File: config.mk
export PLATFORM = sky130hd
export DESIGN_NAME = wlfa_queue
export DESIGN_NICKNAME = d
export VERILOG_FILES = /design/src/rtl/core/wlfa_pkg.sv /design/src/rtl/core/wlfa_queue.sv
export SDC_FILE = /design/constraint.sdc
export NUM_CORES = 1
export LEC_CHECK = 0
export BUFFER_PORTS_ARGS = -buffer_cell sky130_fd_sc_hd__buf_2
export CAP_MARGIN = 20
export CORE_UTILIZATION = 50
export CTS_CLUSTER_DIAMETER = 40
export DETAILED_ROUTE_END_ITERATION = 7
export GPL_ROUTABILITY_DRIVEN = 0
export MAX_ROUTING_LAYER = met4
export PLACE_DENSITY_LB_ADDON = 0.05
export SLEW_MARGIN = 20
export SYNTH_ARGS = -nofsm -noshare
export SYNTH_HDL_FRONTEND = slang
export SYNTH_SLANG_ARGS = --single-unit
File: constraint.sdc
create_clock -name clk_i -period 9.4 [get_ports clk_i]
set_input_delay 2.82 -clock clk_i [delete_from_list [all_inputs] [get_ports clk_i]]
set_output_delay 2.82 -clock clk_i [all_outputs]
set_load 0.02 [all_outputs]
File: src/rtl/core/wlfa_pkg.sv
`timescale 1ns / 1ps
// Shared types and constants of the weighted line fit accumulator.
package wlfa_pkg;

  localparam int MAX_POINTS  = 4096;
  localparam int SAMPLE_BITS = 16;
  localparam int WEIGHT_BITS = 8;
  localparam int FRAC_SHIFT  = 16;

  // Sample counter saturates at MAX_POINTS + 1.
  localparam int CNT_W  = $clog2(MAX_POINTS + 2);
  // Moment sum widths.
  localparam int SW_W   = 21;
  localparam int SX_W   = 37;
  localparam int SXX_W  = 52;
  // First products in the accumulator pipeline.
  localparam int WX_W   = SAMPLE_BITS + WEIGHT_BITS + 1;
  localparam int XX_W   = 2 * SAMPLE_BITS;
  localparam int WXX_W  = XX_W + WEIGHT_BITS + 1;

  // Fit datapath word width and iteration counts.
  localparam int BW       = 160;
  localparam int MB       = 56;
  localparam int STEP_W   = 8;
  localparam int SQ_TOP   = 46;
  localparam int SQ_STEPS = 24;

  // Queue of finished sets between accumulator and fit engine.
  localparam int QD     = 4;
  localparam int QPTR_W = 2;
  localparam int QCNT_W = 3;

  typedef struct packed {
    logic signed [SAMPLE_BITS-1:0] sample_x;
    logic signed [SAMPLE_BITS-1:0] sample_y;
    logic [WEIGHT_BITS-1:0]        sample_weight;
    logic                          last_sample;
  } in_item_t;

  typedef struct packed {
    logic signed [31:0] slope;
    logic signed [31:0] offset;
    logic [47:0]        residual_sum;
    logic [23:0]        rms_residual;
    logic               degenerate;
    logic               overflow;
  } out_item_t;

  typedef struct packed {
    logic [SW_W-1:0]  sum_w;
    logic [SX_W-1:0]  sum_wx;
    logic [SX_W-1:0]  sum_wy;
    logic [SXX_W-1:0] sum_wxx;
    logic [SXX_W-1:0] sum_wxy;
    logic [SXX_W-1:0] sum_wyy;
    logic             overflow;
  } snap_t;

  typedef enum logic [1:0] {
    OP_MUL,
    OP_DIV,
    OP_SQRT
  } arith_op_e;

  typedef struct packed {
    logic      start;
    arith_op_e op;
  } arith_req_t;

endpackage

File: src/rtl/core/wlfa_queue.sv
`timescale 1ns / 1ps
// Small queue of finished moment sets between accumulator and fit engine.
module wlfa_queue import wlfa_pkg::*; (
  input  logic              clk_i,
  input  logic              rst_ni,
  input  logic              push_i,
  input  snap_t             data_i,
  input  logic              pop_i,
  output snap_t             data_o,
  output logic [QCNT_W-1:0] count_o
);

  snap_t             mem_q [QD];
  logic [QPTR_W-1:0] wr_ptr_q, rd_ptr_q;
  logic [QCNT_W-1:0] count_q;

  always_ff @(posedge clk_i or negedge rst_ni) begin
    if (!rst_ni) begin
      wr_ptr_q <= '0;
      rd_ptr_q <= '0;
      count_q  <= '0;
    end else begin
      if (push_i) begin
        wr_ptr_q <= wr_ptr_q + 1'b1;
      end
      if (pop_i) begin
        rd_ptr_q <= rd_ptr_q + 1'b1;
      end
      count_q <= count_q + QCNT_W'(push_i) - QCNT_W'(pop_i);
    end
  end

  always_ff @(posedge clk_i) begin
    if (push_i) begin
      mem_q[wr_ptr_q] <= data_i;
    end
  end

  assign data_o  = mem_q[rd_ptr_q];
  assign count_o = count_q;

endmodule

==> flow_metrics.env <==
export IMPL_status="finished clean"
export IMPL_worst_setup_path_start_kind="flip-flop"
export IMPL_synthFlopType="edfxtp_1"
export IMPL_drc_errors=0
export IMPL_setup_viol=0
export IMPL_p_int_mw=10.7
export IMPL_ys_seq_area_share_pct=83.0
export IMPL_syn_area_per_cell_um2=27.2
export IMPL_fin_worst_skew_ns=0.0271
export IMPL_hpwl_mm=45.8
export IMPL_synth_edff_count=1008
export IMPL_clk_pin_slew_ns=0.05
export IMPL_tightest_slew_ns=1.38
export IMPL_rsz0062_at_grt="no"
export IMPL_fin_crit_sh_pct=65.4
export IMPL_seq_area_um2=30500
export IMPL_wl_met1_mm=28.9
export IMPL_overflow=0
export IMPL_slew_violations=0
export IMPL_fin_total_pwr_mw=15.6
export IMPL_p_switching_mw=4.86
export IMPL_drt_wl_total_mm=76.1
export IMPL_nFillCells=5026
export IMPL_worstPathMaxFanout=42
export IMPL_cts_resized=0
export IMPL_drt_first_pass_iters=5
export IMPL_power_density_nw_per_um2=347
export IMPL_end_kind="primary output"
export IMPL_instances_no_fill=3037
export IMPL_grtUsageTotal_pct=21.5
export IMPL_cts_max_level=4
export IMPL_cts_tree="done"
export IMPL_cts_buffers=135
export IMPL_cts_max_path_buffers=3
export IMPL_p_comb_share_pct=28.8
export IMPL_period_minus_slack_ns=6.15
export IMPL_drtAntennaViolNets=0
export IMPL_fp_dieW_um=273
export IMPL_cts_sinks=1015
export IMPL_route_met2_wl_mm=38.6
export IMPL_drive_above_1_share_pct=48.3
export IMPL_post_route_util_pct=62.2
export IMPL_required_ns=6.58
export IMPL_via_per_inst=5.44
export IMPL_seqPwrFrac_pct=39.6
export IMPL_finalNetCount=2221
export IMPL_ctsHoldBuffers=0
export IMPL_worst_setup_path_type="flip-flop to primary output"
export IMPL_io_pins=511
export IMPL_synth_cell_type_count=16
export IMPL_top_layer="met4"
export IMPL_io_buffers=510
export IMPL_whs_ns=0.534
export IMPL_synthArstFlopShare_pct=0.690
export IMPL_post_cts_buffers=0
export IMPL_drt_initial_drc_count=1179
export IMPL_vias=16500
export IMPL_fin_setup_tns_ns=0
export IMPL_core_um2=72000
export IMPL_power_share_clock_pct=31.6
export IMPL_multi_input_area_um2=5860
export IMPL_die_area_um2=74400
export IMPL_dieHeight_um=273
export IMPL_yosys_warnings=0
export IMPL_layout_common_cells="1,008 x edfxtp_1, 510 x buf_2, 252 x mux4_2"
export IMPL_min_delay_path_class="flip-flop to flip-flop"
export IMPL_vdd_ir_drop_max_v=0.000239
export IMPL_routedWlPerCell_um=25.0
export IMPL_wl_met3_mm=6.83
export IMPL_hold_viol=0
export IMPL_ys_ff_latch=1015
export IMPL_dp_cells=2771
export IMPL_grt_pass1_wl_mm=112
export IMPL_switching_share_pct=31.3
export IMPL_grt_max_degree=168
export IMPL_p_leak_nw=15.3
export IMPL_grt_antenna_before_repair=31
export IMPL_worst_endpoint_arrival_ns=3.33
export IMPL_fp_row_count=98
export IMPL_netlist_instances=1348
export IMPL_synth_area_um2=36700
export IMPL_clock_fmax_mhz=163
export IMPL_grt_pass1_vias=17500
export IMPL_maxSlewHeadroom_pct=7.71
export IMPL_insertion_delay_ns=0.69
export IMPL_initial_utilization_pct=50.9
export IMPL_layout_commonest_cell="edfxtp_1"
export IMPL_synth_nets=1611
export IMPL_drv_cap=0
export IMPL_root_buffer="clkbuf_16"
export IMPL_area_growth_pct=22.2
==> logic make-up (layout without fill, tap and decap cells) <==
family | count (synthesis) | in the layout | synth area share, %
flops | 1015 | 1015 | 83.0
mux | 252 | 252 | 15.5
buf+inv | 62 | 775 | 1.01
fa+ha+maj | 7 | 7 | 0.259
simple gates | 6 | 6 | 0.0887
xor+xnor | 5 | 5 | 0.119
compound gates | 1 | 1 | 0.0136
other cells | 0 | 26 | 0
==> power groups by stage <==
| stage | registers (mW) | clock network, mW | logic, mW |
|---|---|---|---|
| 4_1_cts | 6.17 | 5.03 | 4.61 |
| 6_report | 6.16 | 4.92 | 4.48 |
| 3_5_place_dp | 6.26 | 0 | 4.60 |
| 3_3_place_gp | 6.22 | 0 | 4.61 |
| 5_1_grt | 6.22 | 5.21 | 4.77 |
| 2_1_floorplan | 6.35 | 0 | 3.13 |
==> worst max-delay path, cell delays in order, from the launching register on <==
cell and delay, ns:
dfrtp_4 0.43, buf_4 0.61, buf_4 0.78, mux4_2 0.62
buf_2 0.18
==> area by class of cell <==
cell class | count | share of cell area (%)
antenna | 26 | 0.145
clock buffer | 151 | 7.86
clock inverter | 89 | 2.05
inverter | 6 | 0.0503
multi-input combinational | 271 | 13.1
sequential | 1015 | 68.0
tap | 950 | 2.65
timing repair buffer | 529 | 6.18
==> sequential cells by signal, summed over array words and instances, names as in the netlist <==
signal    count
wr_ptr_q      2
count_o       3
rd_ptr_q      2
mem_q      1008
==> layer usage <==
layer  vias to the layer above  track usage (%)
met4                         0             8.32
li1                       7198                -
met2                       525             33.3
met5                         -                -
met1                      8669             25.9
met3                       118             7.85
==> cells in the mapped netlist (2+ instances only) <==
cell         n  area [µm²]
dfrtp_1      7         175
buf_2       27         135
and2_1       4        25.0
inv_1        6        22.5
buf_4       14         105
xor2_1       2        17.5
mux4_2     252        5680
clkbuf_1     7        26.3
xnor2_1      3        26.3
buf_6        7        78.8
edfxtp_1  1008       30300
ha_1         6        75.1
nand2_1      2        7.51
==> worst paths after layout <==
path	startpoint	to	slack, ns	cells after the start
max reg2reg	wr_ptr_q[0]	mem_q[0][188]	6.53	4
max in group asynchronous	rst_ni	rd_ptr_q[1]	7.24	1
min	wr_ptr_q[0]	wr_ptr_q[0]	0.53	1
min reg2reg	wr_ptr_q[0]	wr_ptr_q[0]	0.53	1
max	rd_ptr_q[0]	data_o[111]	3.25	4
min in group asynchronous	rst_ni	count_o[2]	1.98	1
==> metrics by stage <==
step	setup slack, ns	instance area (µm²)
4_1_cts	3.05	44700
3_5_place_dp	3.79	40300
6_report	3.25	44800
5_1_grt	2.93	44800
3_3_place_gp	3.79	40300
2_1_floorplan	0.240	36700
(Power assumes the default switching activity.)
